## src/rtl/core/urs_pkg.sv

```systemverilog
`timescale 1ns / 1ps

package urs_pkg;

   // counter and field widths
   localparam int TIMER_W    = 32;
   localparam int DIST_W     = 16;
   localparam int TICK_NS_W  = 10;
   localparam int SHORT_W    = 16;
   localparam int NS_W       = TIMER_W + TICK_NS_W;
   localparam int CSR_IDX_W  = 3;
   localparam int CSR_DATA_W = 32;

   localparam logic [TIMER_W-1:0] TIMER_MAX = {TIMER_W{1'b1}};
   localparam logic [DIST_W-1:0]  DIST_MAX  = {DIST_W{1'b1}};

   // distance = ns * 340 / 200000 = ns * 17 / 10000, done as a reciprocal multiply
   // widths below which the distance stays under the saturation point
   localparam int                    NS_OPER_W   = 26;
   localparam logic [NS_W-1:0]       NS_SAT_LIMIT = NS_W'(38550589);
   localparam int                    RECIP_SHIFT = 40;
   localparam int                    RECIP_W     = 31;
   localparam logic [RECIP_W-1:0]    RECIP_MULT  = RECIP_W'(1869169768);
   localparam int                    PROD_W      = NS_OPER_W + RECIP_W;

   // register indexes
   localparam logic [CSR_IDX_W-1:0] CSR_TICK_NS      = 3'd0;
   localparam logic [CSR_IDX_W-1:0] CSR_PRE_LOW      = 3'd1;
   localparam logic [CSR_IDX_W-1:0] CSR_TRIGGER      = 3'd2;
   localparam logic [CSR_IDX_W-1:0] CSR_RISE_TIMEOUT = 3'd3;
   localparam logic [CSR_IDX_W-1:0] CSR_ECHO_TIMEOUT = 3'd4;
   localparam logic [CSR_IDX_W-1:0] CSR_PERIOD       = 3'd5;

   // status codes
   localparam logic [1:0] ST_OK        = 2'd0;
   localparam logic [1:0] ST_NO_ECHO   = 2'd1;
   localparam logic [1:0] ST_TRUNCATED = 2'd2;

   typedef enum logic [2:0] {
      PH_PRE_LOW   = 3'd0,
      PH_TRIGGER   = 3'd1,
      PH_WAIT_RISE = 3'd2,
      PH_MEASURE   = 3'd3,
      PH_IDLE      = 3'd4
   } phase_type;

   typedef enum logic [1:0] {
      DIST_HOLD  = 2'd0,
      DIST_LOAD  = 2'd1,
      DIST_CLEAR = 2'd2
   } dist_op_type;

   // per-tick result flags carried down the distance pipeline
   typedef struct packed {
      logic        drive_en;
      logic        drive_lvl;
      logic        res_valid;
      logic [1:0]  status;
      dist_op_type op;
   } tick_flags_type;

endpackage

```

## src/rtl/core/urs_req_if.sv

```systemverilog
`timescale 1ns / 1ps

interface urs_req_if;
   logic valid;
   logic ready;
   logic echo_level;

   modport source (output valid, output echo_level, input ready);
   modport sink   (input valid, input echo_level, output ready);
endinterface

```

## src/rtl/core/urs_rsp_if.sv

```systemverilog
`timescale 1ns / 1ps

interface urs_rsp_if;
   logic        valid;
   logic        ready;
   logic        pin_drive_enable;
   logic        pin_drive_level;
   logic        result_valid;
   logic [15:0] distance_tenth_mm;
   logic [1:0]  status;

   modport source (output valid, output pin_drive_enable, output pin_drive_level,
                   output result_valid, output distance_tenth_mm, output status,
                   input ready);
   modport sink   (input valid, input pin_drive_enable, input pin_drive_level,
                   input result_valid, input distance_tenth_mm, input status,
                   output ready);
endinterface

```

## src/rtl/core/ultrasonic_range_sequencer.sv

```systemverilog
`timescale 1ns / 1ps
// throughput: one tick per cycle; the whole four-stage pipe (sequencer, ns multiply,
//    reciprocal multiply, output register) advances together whenever the output is free
// reset: synchronous; sequencer restarts in the pre-low phase, counters and held
//    distance go to zero, registers return to their defaults, pipe empties

module ultrasonic_range_sequencer
   import urs_pkg::*;
(
   input  logic                  clock,
   input  logic                  reset,
   urs_req_if.sink               req,
   urs_rsp_if.source             rsp,
   input  logic                  csr_we,
   input  logic [CSR_IDX_W-1:0]  csr_index,
   input  logic [CSR_DATA_W-1:0] csr_wdata
);

   // configuration registers
   logic [TICK_NS_W-1:0] tick_ns_ff;
   logic [SHORT_W-1:0]   pre_low_ff;
   logic [SHORT_W-1:0]   trigger_ff;
   logic [TIMER_W-1:0]   rise_timeout_ff;
   logic [TIMER_W-1:0]   echo_timeout_ff;
   logic [TIMER_W-1:0]   period_ff;

   // sequencer state
   phase_type            phase_ff, phase_in;
   logic [TIMER_W-1:0]   phase_ticks_ff, phase_ticks_in;
   logic [TIMER_W-1:0]   period_count_ff, period_count_in;

   // pipeline
   logic                 advance;
   logic                 accept;
   tick_flags_type       s1_flags_ff, s1_flags_in;
   logic [TIMER_W-1:0]   s1_ticks_ff, s1_ticks_in;
   logic                 s1_valid_ff;
   tick_flags_type       s2_flags_ff;
   logic [NS_W-1:0]      s2_ns_ff;
   logic                 s2_valid_ff;
   tick_flags_type       s3_flags_ff;
   logic [PROD_W-1:0]    s3_prod_ff;
   logic                 s3_sat_ff;
   logic                 s3_valid_ff;
   logic                 out_valid_ff;
   logic                 out_en_ff;
   logic                 out_lvl_ff;
   logic                 out_res_ff;
   logic [1:0]           out_status_ff;
   logic [DIST_W-1:0]    last_dist_ff, last_dist_in;

   // whole pipe moves when the output register is empty or being drained
   assign advance   = !out_valid_ff || rsp.ready;
   assign req.ready = advance;
   assign accept    = req.valid && advance;

   // configuration writes
   always_ff @(posedge clock) begin
      if (reset) begin
         tick_ns_ff      <= TICK_NS_W'(10);
         pre_low_ff      <= SHORT_W'(200);
         trigger_ff      <= SHORT_W'(1000);
         rise_timeout_ff <= TIMER_W'(500000000);
         echo_timeout_ff <= TIMER_W'(10000000);
         period_ff       <= TIMER_W'(50000000);
      end else if (csr_we) begin
         unique case (csr_index)
            CSR_TICK_NS:      tick_ns_ff      <= csr_wdata[TICK_NS_W-1:0];
            CSR_PRE_LOW:      pre_low_ff      <= csr_wdata[SHORT_W-1:0];
            CSR_TRIGGER:      trigger_ff      <= csr_wdata[SHORT_W-1:0];
            CSR_RISE_TIMEOUT: rise_timeout_ff <= csr_wdata[TIMER_W-1:0];
            CSR_ECHO_TIMEOUT: echo_timeout_ff <= csr_wdata[TIMER_W-1:0];
            CSR_PERIOD:       period_ff       <= csr_wdata[TIMER_W-1:0];
            default: ;
         endcase
      end
   end

   // sequencer state register
   always_ff @(posedge clock) begin
      if (reset) begin
         phase_ff        <= PH_PRE_LOW;
         phase_ticks_ff  <= '0;
         period_count_ff <= '0;
      end else if (accept) begin
         phase_ff        <= phase_in;
         phase_ticks_ff  <= phase_ticks_in;
         period_count_ff <= period_count_in;
      end
   end

   // sequencer next state and per-tick flags
   always_comb begin
      logic [TIMER_W-1:0] ticks_inc;
      logic [TIMER_W-1:0] period_inc;
      ticks_inc  = (phase_ticks_ff == TIMER_MAX) ? TIMER_MAX : phase_ticks_ff + 1'b1;
      period_inc = (period_count_ff == TIMER_MAX) ? TIMER_MAX : period_count_ff + 1'b1;

      phase_in       = phase_ff;
      phase_ticks_in = phase_ticks_ff;
      s1_ticks_in    = phase_ticks_ff;
      s1_flags_in    = '{drive_en: 1'b0, drive_lvl: 1'b0, res_valid: 1'b0,
                         status: ST_OK, op: DIST_HOLD};

      unique case (phase_ff)
         PH_PRE_LOW: begin
            s1_flags_in.drive_en = 1'b1;
            phase_ticks_in       = ticks_inc;
            if (ticks_inc >= TIMER_W'(pre_low_ff)) begin
               phase_in       = PH_TRIGGER;
               phase_ticks_in = '0;
            end
         end
         PH_TRIGGER: begin
            s1_flags_in.drive_en  = 1'b1;
            s1_flags_in.drive_lvl = 1'b1;
            phase_ticks_in        = ticks_inc;
            if (ticks_inc >= TIMER_W'(trigger_ff)) begin
               phase_in       = PH_WAIT_RISE;
               phase_ticks_in = '0;
            end
         end
         PH_WAIT_RISE: begin
            if (req.echo_level) begin
               phase_ticks_in = TIMER_W'(1);
               s1_ticks_in    = TIMER_W'(1);
               if (echo_timeout_ff <= TIMER_W'(1)) begin
                  s1_flags_in.res_valid = 1'b1;
                  s1_flags_in.status    = ST_TRUNCATED;
                  s1_flags_in.op        = DIST_LOAD;
                  phase_in              = PH_IDLE;
               end else begin
                  phase_in = PH_MEASURE;
               end
            end else begin
               phase_ticks_in = ticks_inc;
               if (ticks_inc >= rise_timeout_ff) begin
                  s1_flags_in.res_valid = 1'b1;
                  s1_flags_in.status    = ST_NO_ECHO;
                  s1_flags_in.op        = DIST_CLEAR;
                  phase_in              = PH_IDLE;
               end
            end
         end
         PH_MEASURE: begin
            if (!req.echo_level) begin
               s1_flags_in.res_valid = 1'b1;
               s1_flags_in.status    = ST_OK;
               s1_flags_in.op        = DIST_LOAD;
               phase_in              = PH_IDLE;
            end else begin
               phase_ticks_in = ticks_inc;
               s1_ticks_in    = ticks_inc;
               if (ticks_inc >= echo_timeout_ff) begin
                  s1_flags_in.res_valid = 1'b1;
                  s1_flags_in.status    = ST_TRUNCATED;
                  s1_flags_in.op        = DIST_LOAD;
                  phase_in              = PH_IDLE;
               end
            end
         end
         default: phase_in = PH_IDLE;
      endcase

      // period restart
      period_count_in = period_inc;
      if (phase_in == PH_IDLE && period_inc >= period_ff) begin
         phase_in        = PH_PRE_LOW;
         phase_ticks_in  = '0;
         period_count_in = '0;
      end
   end

   // held distance update at the output stage
   always_comb begin
      case (s3_flags_ff.op)
         DIST_LOAD:  last_dist_in = s3_sat_ff ? DIST_MAX
                                              : s3_prod_ff[RECIP_SHIFT +: DIST_W];
         DIST_CLEAR: last_dist_in = '0;
         default:    last_dist_in = last_dist_ff;
      endcase
   end

   // pipeline valid bits and held distance
   always_ff @(posedge clock) begin
      if (reset) begin
         s1_valid_ff  <= 1'b0;
         s2_valid_ff  <= 1'b0;
         s3_valid_ff  <= 1'b0;
         out_valid_ff <= 1'b0;
         last_dist_ff <= '0;
      end else if (advance) begin
         s1_valid_ff  <= req.valid;
         s2_valid_ff  <= s1_valid_ff;
         s3_valid_ff  <= s2_valid_ff;
         out_valid_ff <= s3_valid_ff;
         if (s3_valid_ff) begin
            last_dist_ff <= last_dist_in;
         end
      end
   end

   // pipeline payload: ns multiply, then reciprocal multiply for the divide
   always_ff @(posedge clock) begin
      if (advance) begin
         s1_flags_ff   <= s1_flags_in;
         s1_ticks_ff   <= s1_ticks_in;
         s2_flags_ff   <= s1_flags_ff;
         s2_ns_ff      <= NS_W'(s1_ticks_ff) * NS_W'(tick_ns_ff);
         s3_flags_ff   <= s2_flags_ff;
         s3_sat_ff     <= (s2_ns_ff >= NS_SAT_LIMIT);
         s3_prod_ff    <= PROD_W'(s2_ns_ff[NS_OPER_W-1:0]) * PROD_W'(RECIP_MULT);
         out_en_ff     <= s3_flags_ff.drive_en;
         out_lvl_ff    <= s3_flags_ff.drive_lvl;
         out_res_ff    <= s3_flags_ff.res_valid;
         out_status_ff <= s3_flags_ff.status;
      end
   end

   assign rsp.valid             = out_valid_ff;
   assign rsp.pin_drive_enable  = out_en_ff;
   assign rsp.pin_drive_level   = out_lvl_ff;
   assign rsp.result_valid      = out_res_ff;
   assign rsp.status            = out_status_ff;
   assign rsp.distance_tenth_mm = last_dist_ff;

   // a no-echo result always clears the held distance
   a_no_echo_clears: assert property (@(posedge clock) disable iff (reset)
      s1_valid_ff && s1_flags_ff.status == ST_NO_ECHO |-> s1_flags_ff.op == DIST_CLEAR)
      else $error("no-echo result without distance clear");

   // below the saturation point the quotient fits the distance field
   a_quot_fits: assert property (@(posedge clock) disable iff (reset)
      s3_valid_ff && !s3_sat_ff |-> s3_prod_ff[PROD_W-1:RECIP_SHIFT+DIST_W] == '0)
      else $error("distance quotient overflows");

   // status is nonzero only when a result is reported
   a_status_idle: assert property (@(posedge clock) disable iff (reset)
      out_valid_ff && !out_res_ff |-> out_status_ff == ST_OK)
      else $error("status set without a result");

   // the pin is driven high only while it is driven
   a_drive_level: assert property (@(posedge clock) disable iff (reset)
      out_valid_ff && out_lvl_ff |-> out_en_ff)
      else $error("drive level without drive enable");

endmodule
```

## src/flat_wrapper.sv

```systemverilog
// flat-port wrapper written by rule: the top's interface ports become plain ports
module ultrasonic_range_sequencer_flat import urs_pkg::*;
  (clock, reset, csr_we, csr_index, csr_wdata, req_valid, req_echo_level, req_ready, rsp_valid, rsp_pin_drive_enable, rsp_pin_drive_level, rsp_result_valid, rsp_distance_tenth_mm, rsp_status, rsp_ready);
  urs_req_if req_i ();
  urs_rsp_if rsp_i ();
  input  logic clock;
  input  logic reset;
  input  logic csr_we;
  input  logic [CSR_IDX_W-1:0] csr_index;
  input  logic [CSR_DATA_W-1:0] csr_wdata;
  input wire logic [$bits(req_i.valid)-1:0] req_valid;
  input wire logic [$bits(req_i.echo_level)-1:0] req_echo_level;
  output wire logic [$bits(req_i.ready)-1:0] req_ready;
  output wire logic [$bits(rsp_i.valid)-1:0] rsp_valid;
  output wire logic [$bits(rsp_i.pin_drive_enable)-1:0] rsp_pin_drive_enable;
  output wire logic [$bits(rsp_i.pin_drive_level)-1:0] rsp_pin_drive_level;
  output wire logic [$bits(rsp_i.result_valid)-1:0] rsp_result_valid;
  output wire logic [$bits(rsp_i.distance_tenth_mm)-1:0] rsp_distance_tenth_mm;
  output wire logic [$bits(rsp_i.status)-1:0] rsp_status;
  input wire logic [$bits(rsp_i.ready)-1:0] rsp_ready;
  assign req_i.valid = req_valid;
  assign req_i.echo_level = req_echo_level;
  assign req_ready = req_i.ready;
  assign rsp_valid = rsp_i.valid;
  assign rsp_pin_drive_enable = rsp_i.pin_drive_enable;
  assign rsp_pin_drive_level = rsp_i.pin_drive_level;
  assign rsp_result_valid = rsp_i.result_valid;
  assign rsp_distance_tenth_mm = rsp_i.distance_tenth_mm;
  assign rsp_status = rsp_i.status;
  assign rsp_i.ready = rsp_ready;
  ultrasonic_range_sequencer u_core (.clock(clock), .reset(reset), .req(req_i), .rsp(rsp_i), .csr_we(csr_we), .csr_index(csr_index), .csr_wdata(csr_wdata));
endmodule
```

## config.mk

```make
export PLATFORM = sky130hd
export DESIGN_NAME = ultrasonic_range_sequencer_flat
export DESIGN_NICKNAME = d
export VERILOG_FILES = /design/src/rtl/core/urs_pkg.sv /design/src/rtl/core/urs_req_if.sv /design/src/rtl/core/urs_rsp_if.sv /design/src/rtl/core/ultrasonic_range_sequencer.sv /design/src/flat_wrapper.sv
export SDC_FILE = /design/constraint.sdc
export NUM_CORES = 2
export LEC_CHECK = 0
export BUFFER_PORTS_ARGS = -buffer_cell sky130_fd_sc_hd__buf_2
export CAP_MARGIN = 40
export CORE_MARGIN = 8
export CORE_UTILIZATION = 36
export DETAILED_ROUTE_END_ITERATION = 10
export PLACE_DENSITY = 0.51
export SLEW_MARGIN = 5
export SYNTH_ARGS = -nofsm -noshare
export SYNTH_HDL_FRONTEND = slang
export SYNTH_SLANG_ARGS = --single-unit
```

## constraint.sdc

```tcl
create_clock -name clock -period 20 [get_ports clock]
set_input_delay 3 -clock clock [delete_from_list [all_inputs] [get_ports clock]]
set_output_delay 3 -clock clock [all_outputs]
set_load 0.005 [all_outputs]
```

**Word level (Yosys, flattened, before mapping)**

Cells that the tools add are included.

- $add $sub $neg: 2
- Multiply operators: 2
- Order comparisons: 7
- Equal/unequal tests: 13
- Mux-type cells: 30
- Reductions and logical operators: 17

Operators by type and width:

| cell | number |
|---|---|
| 2-to-1 mux 32 bit | 9 |
| case mux 32 bit (4 select lines) | 1 |
| greater-or-equal comparator 32 bit | 3 |
| adder 32 x 1 -> 32 bit, second input constant | 2 |
| equality test 32 bit, second input constant | 2 |
| greater-or-equal comparator 32 x 16 -> 1 bit | 2 |
| case mux 32 bit (2 select lines) | 1 |
| multiplier 26 x 28 -> 53 bit, second input constant | 1 |
| greater-or-equal comparator 42 x 26 -> 1 bit, second input constant | 1 |
| multiplier 32 x 10 -> 42 bit | 1 |
| less-or-equal comparator 32 x 1 -> 1 bit, second input constant | 1 |
| case mux 16 bit (2 select lines) | 1 |
| 2-to-1 mux 5 bit | 5 |
| 2-to-1 mux 3 bit | 8 |
| 2-to-1 mux 16 bit | 1 |
| AND reduction 2 bit | 7 |
| equality test 3 x 2 -> 1 bit, second input constant | 4 |
| case mux 3 bit (4 select lines) | 1 |
| case mux 5 bit (2 select lines) | 1 |
| equality test 3 bit, second input constant | 3 |
| equality test 3 x 1 -> 1 bit, second input constant | 2 |
| zero test 3 bit | 2 |
| nonzero test 5 bit | 1 |
| AND reduction 3 bit | 1 |
| other kinds (8) | 10 |

- Register bits after elaboration: 379
- Input bits: 41
- Output and inout port bits: 23
- Word-level logic and storage cells: 108

**Logic depth before layout (Yosys ltp)**

- Depth after elaboration: 10
- Depth in mapped cells: 25
- Depth with buffers taken out: 25

**Worst setup path before layout**

No wires, ideal clock.

- Path kind: in2out
- Start point: input port rsp_ready
- End point: output port req_ready
- Data arrival time: 5.380 ns
- Required time: 17.000 ns
- Path slack: 11.620 ns
- Cell stages on the path: 2
- Path buffers: 0
- Path through: nor2b_1 inv_1

- Cells in the longest elaborated chain, start to end: 1

Ends and longest elaborated chain:

| what | line | source |
|---|---|---|
| start, declared | flat_wrapper.sv:20 | `input wire logic [$bits(rsp_i.ready)-1:0] rsp_ready;` |
| logical OR 1 bit | ultrasonic_range_sequencer.sv:53 | `assign advance = !out_valid_ff \|\| rsp.ready;` |
| end, declared | flat_wrapper.sv:13 | `output wire logic [$bits(req_i.ready)-1:0] req_ready;` |

Every way passes these cells.

**Worst setup path in the final report**

- Start point: register u_core.s2_ns_ff[3]
- End point: register u_core.s3_prod_ff[52], data pin

- Cells in the longest elaborated chain, start to end: 1

Ends and longest elaborated chain:

| what | line | source |
|---|---|---|
| start, declared | ultrasonic_range_sequencer.sv:39 | `logic [NS_W-1:0] s2_ns_ff;` |
| start signal, assigned | ultrasonic_range_sequencer.sv:209 | `s2_ns_ff <= NS_W'(s1_ticks_ff) * NS_W'(tick_ns_ff);` |
| multiplier 26 x 28 -> 53 bit | ultrasonic_range_sequencer.sv:212 | `s3_prod_ff <= PROD_W'(s2_ns_ff[NS_OPER_W-1:0]) * PROD_W'(RECIP_MULT);` |
| end signal, assigned | ultrasonic_range_sequencer.sv:212 |  |
| end, declared | ultrasonic_range_sequencer.sv:42 | `logic [PROD_W-1:0] s3_prod_ff;` |

Every way passes these cells.
A chain may end at the register's enable or synchronous reset.

==> results_tabular.tex <==
\begin{tabular}{lr}
\hline
Metric & Value \\
\hline
\multicolumn{2}{l}{\textbf{Outcome}} \\
Run status & finished clean \\
\multicolumn{2}{l}{\textbf{Pwr}} \\
Power share of the clock group & 30.3\% \\
Internal power & 1.62 mW \\
NetSw & 0.971 mW \\
Net switching share of the total power & 37.4\% \\
Total power divided by cell area & 61.0 nW/µm² \\
Worst voltage drop across the vdd grid & 61.4 µV \\
Relative contribution of combinational cells to total power & 39.4\% \\
Sequential fraction of design power & 30.2\% \\
Static leakage & 21.1 nW \\
\multicolumn{2}{l}{\textbf{Clock tree}} \\
Clock Tree Root & clkbuf\_16 \\
Post-CTS Setup Inserts & 0 \\
Count of clock tree sinks & 339 \\
Clock slew seen by the registers of the worst setup and hold paths & 60 ps \\
\# H-tree levels & 2 \\
Number of buffers created by CTS & 42 \\
Post-cts repair resize count & 0 \\
Clock network latency to the later pin of the worst-skew pair & 590 ps \\
Clock Tree Buf Depth & 3 \\
Cts hold-fix bufs & 0 \\
CTS tree & done \\
\multicolumn{2}{l}{\textbf{Global route}} \\
Grt ovf & 0 \\
Gr usage total & 17.9\% \\
Largest net degree at the start of global routing & 76 \\
Initial antenna violation count & 6 \\
Vias in the first global route & 29800 \\
Wire length of the first global-routing pass & 171000 µm \\
\multicolumn{2}{l}{\textbf{Synthesis}} \\
Library cells used by synthesis & 91 \\
Dominant combinational cell family by area after synthesis & adder cells \\
Proportion of synthesized chip area in sequential cells & 20.2\% \\
Post-synthesis simple-gate area fraction & 15.0\% \\
Warning count from the yosys run & 0 \\
Synthesized-area fraction occupied by adder cells & 41.5\% \\
Cell type contributing the most total cell area after synthesis & fa\_1 \\
Number of nets produced by synthesis & 5402 \\
Post-synth top cells & 903 x inv\_1, 523 x nand2\_1, 507 x fa\_1, 490 x ha\_1, 234 x a21oi\_1 \\
Average cell area after synthesis & 9.00 µm² \\
Combined area of all synthesized cells & 39300 µm² \\
Fraction of synthesized cell area in xor and xnor cells & 2.14\% \\
Most instantiated flip-flop cell in the synthesis netlist & dfxtp\_1 \\
Mux cell area share after synthesis & 0.322\% \\
Portion of synthesized cell area occupied by the leading cell type & 25.8\% \\
Number of synthesized flops with an enable pin & 114 \\
Number of synthesized register bits & 339 \\
Top-count cell post-synth & inv\_1 \\
Synth top area cells & fa\_1 26\%, ha\_1 16\%, dfxtp\_1 11\% \\
Asr flop ratio synth & 0\% \\
Post-Synthesis Cells & 4364 \\
Compound-cell area share of the yosys netlist & 10.5\% \\
\multicolumn{2}{l}{\textbf{Timing}} \\
TNS Setup & 0 ps \\
Max Clock Skew & 30.6 ps \\
Unrepaired setup endpoints after global routing & false \\
Post-route minimum period & 7640 ps \\
Final Max Tran Viols & 0 \\
Final setup vio count & 0 \\
Final cycle utilization of the critical path & 38.2\% \\
Final Hold Vio Count & 0 \\
Worst slew slack as a fraction of its limit & 41.1\% \\
Maximum operating frequency & 131 MHz \\
Pin slew with the least headroom to its limit & 883 ps \\
\multicolumn{2}{l}{\textbf{Placement}} \\
Instance count after placement with tap cells included & 5711 \\
Number of buffers added on ports & 63 \\
Total cell area at the placement stage & 41100 µm² \\
Global placer's final weighted congestion & 0.911 \\
HPWL reported at the end of detailed placement & 87400 µm \\
\multicolumn{2}{l}{\textbf{Worst setup path}} \\
Type of the worst setup path & reg2reg \\
Longest individual stage delay on the worst path & 650 ps \\
Worst-path maximum fanout & 9 \\
Crit path max-delay cell type & edfxtp\_1 \\
Crit. End Element & flip-flop \\
Data required time of the worst path & 20310 ps \\
Worst path buffer plus inverter count & 4 \\
CP Launch Type & flip-flop \\
Gate family responsible for the most delay along the worst path & adder cells \\
Critical path arrival & 7960 ps \\
Ordered list of cells on the worst path & fa\_1, fa\_1, inv\_1, fa\_1, fa\_1, inv\_1, fa\_1, inv\_1, fa\_1, fa\_1, inv\_1, ha\_1, a21oi\_1, a21oi\_1, o311a\_1, a211o\_1, a311o\_1, o211a\_1, a2111o\_1, nand4\_1, or3b\_2 \\
Most frequent cell on the critical path & fa\_1 \\
\multicolumn{2}{l}{\textbf{Drt}} \\
Antenna Nets Post-Route & 0 \\
Detail-routed via count per cell & 4.99 \\
Number of vias in the routed layout & 28900 \\
Number of DRC violations after detailed-routing iteration 0 & 1584 \\
DR DRC count & 0 \\
Detailed-router iteration count before antenna repair & 5 \\
WL per Instance & 18.6 µm \\
Final wirelength & 107000 µm \\
\multicolumn{2}{l}{\textbf{Flow run}} \\
Number of maximum-capacitance violations & 0 \\
\multicolumn{2}{l}{\textbf{Cells and area}} \\
Cell Count, Final, Fillers Out & 5792 \\
Utilization after layout & 39.2\% \\
Share of final-layout standard cells stronger than drive strength 1 & 5.03\% \\
Filler instances & 11000 \\
Growth of design area from synthesis to finish & 8.28\% \\
Final design instance area without fill & 42500 µm² \\
Post-layout nets & 5379 \\
\multicolumn{2}{l}{\textbf{Min path}} \\
Class of the most critical hold timing path & reg2reg \\
\multicolumn{2}{l}{\textbf{Floorplan}} \\
IO Pins & 64 \\
Vertical die dimension & 346 µm \\
Core area & 109000 µm² \\
Initial Util & 36.2\% \\
Number of core rows & 121 \\
Total die area & 120000 µm² \\
Horizontal die dimension & 346 µm \\
\hline
\end{tabular}
worst reg2reg max path, cell delays in order, from the launching register on:
cell and delay (ps):
edfxtp_1 650, fa_1 580, fa_1 560, inv_1 60, fa_1 440, fa_1 540, inv_1 50, fa_1 540
inv_1 60, fa_1 520, fa_1 540, inv_1 40, ha_1 340, a21oi_1 170, a21oi_1 80, o311a_1 330
a211o_1 220, a311o_1 370, o211a_1 290, a2111o_1 470, nand4_1 100, or3b_2 440
per-layer routing:
layer	wire length, µm	vias up	part of all wire [%]	global-route usage (%)
met5	34	-	0.032	0
met4	3140	6	2.9	4.85
met3	4240	135	3.9	2.49
met2	52300	446	49	30.8
met1	47800	14300	44	23.4
li1	-	14000	-	-
final cells by class:
class / instances / area, µm² / share of cell area [%]
Timing Repair Buffer: 105 / 701 / 1.65
Inverter: 903 / 3390 / 7.98
Antenna cell: 3 / 7.51 / 0.0177
Clock inverter: 22 / 274 / 0.644
Multi-Input combinational cell: 2950 / 27300 / 64.2
Sequential cell: 339 / 7930 / 18.6
Clock buffer: 56 / 1150 / 2.71
Tap cell: 1414 / 1770 / 4.16
worst paths after layout:
| kind | cells past startpoint | from | endpoint | slack (ps) |
|---|---|---|---|---|
| max | 21 | u_core.s2_ns_ff[3]$_DFFE_PN_ | u_core.s3_prod_ff[52]$_DFFE_PN_ | 12360 |
| min reg2reg | 0 | u_core.s2_flags_ff[3]$_DFFE_PN_ | u_core.s3_flags_ff[3]$_DFFE_PN_ | 420 |
| min | 0 | u_core.s2_flags_ff[3]$_DFFE_PN_ | u_core.s3_flags_ff[3]$_DFFE_PN_ | 420 |
| max reg2reg | 21 | u_core.s2_ns_ff[3]$_DFFE_PN_ | u_core.s3_prod_ff[52]$_DFFE_PN_ | 12360 |
stage by stage:
step | worst slack (ps) | hold WS [ps] | power [mW]
6_report | 12360 | 416 | 2.60
5_1_grt | 12100 | 419 | 2.82
4_1_cts | 12350 | 415 | 2.64
3_5_place_dp | 12340 | 405 | 1.84
3_3_place_gp | 12360 | 401 | 1.84
2_1_floorplan | 11620 | 400 | 1.54
cells by family after synthesis:
logic type                 count (synthesis)
DFF                                      339
xor gates and xnor gates                  96
buffers and inverters                   1075
and+or+nand+nor                         1218
AOI/OAI and AO/OA                        626
adders and majority gates                998
muxes                                     12
power groups by stage:
stage | logic (mW) | registers, mW | clock network, mW
floorplan | 0.761 | 0.781 | 0
global placement | 1.04 | 0.798 | 0
detailed placement | 1.04 | 0.798 | 0
CTS | 1.05 | 0.784 | 0.812
global route | 1.19 | 0.789 | 0.835
finish | 1.02 | 0.784 | 0.788
layout by cell type (no fill, tap or decap), types with 25 or more instances in the layout:
| cell type | count |
|---|---|
| o21ai_0 | 100 |
| a21o_1 | 42 |
| a22o_1 | 32 |
| nor2_1 | 167 |
| nand3_1 | 64 |
| edfxtp_1 | 114 |
| fa_1 | 507 |
| inv_1 | 902 |
| dfxtp_1 | 222 |
| xnor2_1 | 55 |
| nor3_1 | 53 |
| buf_4 | 34 |
| a21oi_1 | 234 |
| and2_1 | 195 |
| a211o_1 | 25 |
| clkbuf_16 | 42 |
| xor2_1 | 41 |
| nand2_1 | 523 |
| buf_2 | 65 |
| nand3b_1 | 30 |
| ha_1 | 490 |
| nand4_1 | 47 |
state kept, by name, indices dropped and copies added (netlist names), 2 cells and up:
signal	count
u_core.rsp.distance_tenth_mm	16
u_core.period_ff	32
u_core.pre_low_ff	16
u_core.s3_prod_ff	16
u_core.s2_ns_ff	42
u_core.s1_flags_ff	6
u_core.trigger_ff	16
u_core.period_count_ff	32
u_core.rsp.status	2
u_core.tick_ns_ff	10
u_core.s3_flags_ff	6
u_core.phase_ticks_ff	32
u_core.s2_flags_ff	6
u_core.rise_timeout_ff	32
u_core.echo_timeout_ff	32
u_core.phase_ff	3
u_core.s1_ticks_ff	32
No activity file was read; power rests on OpenSTA's default activity.
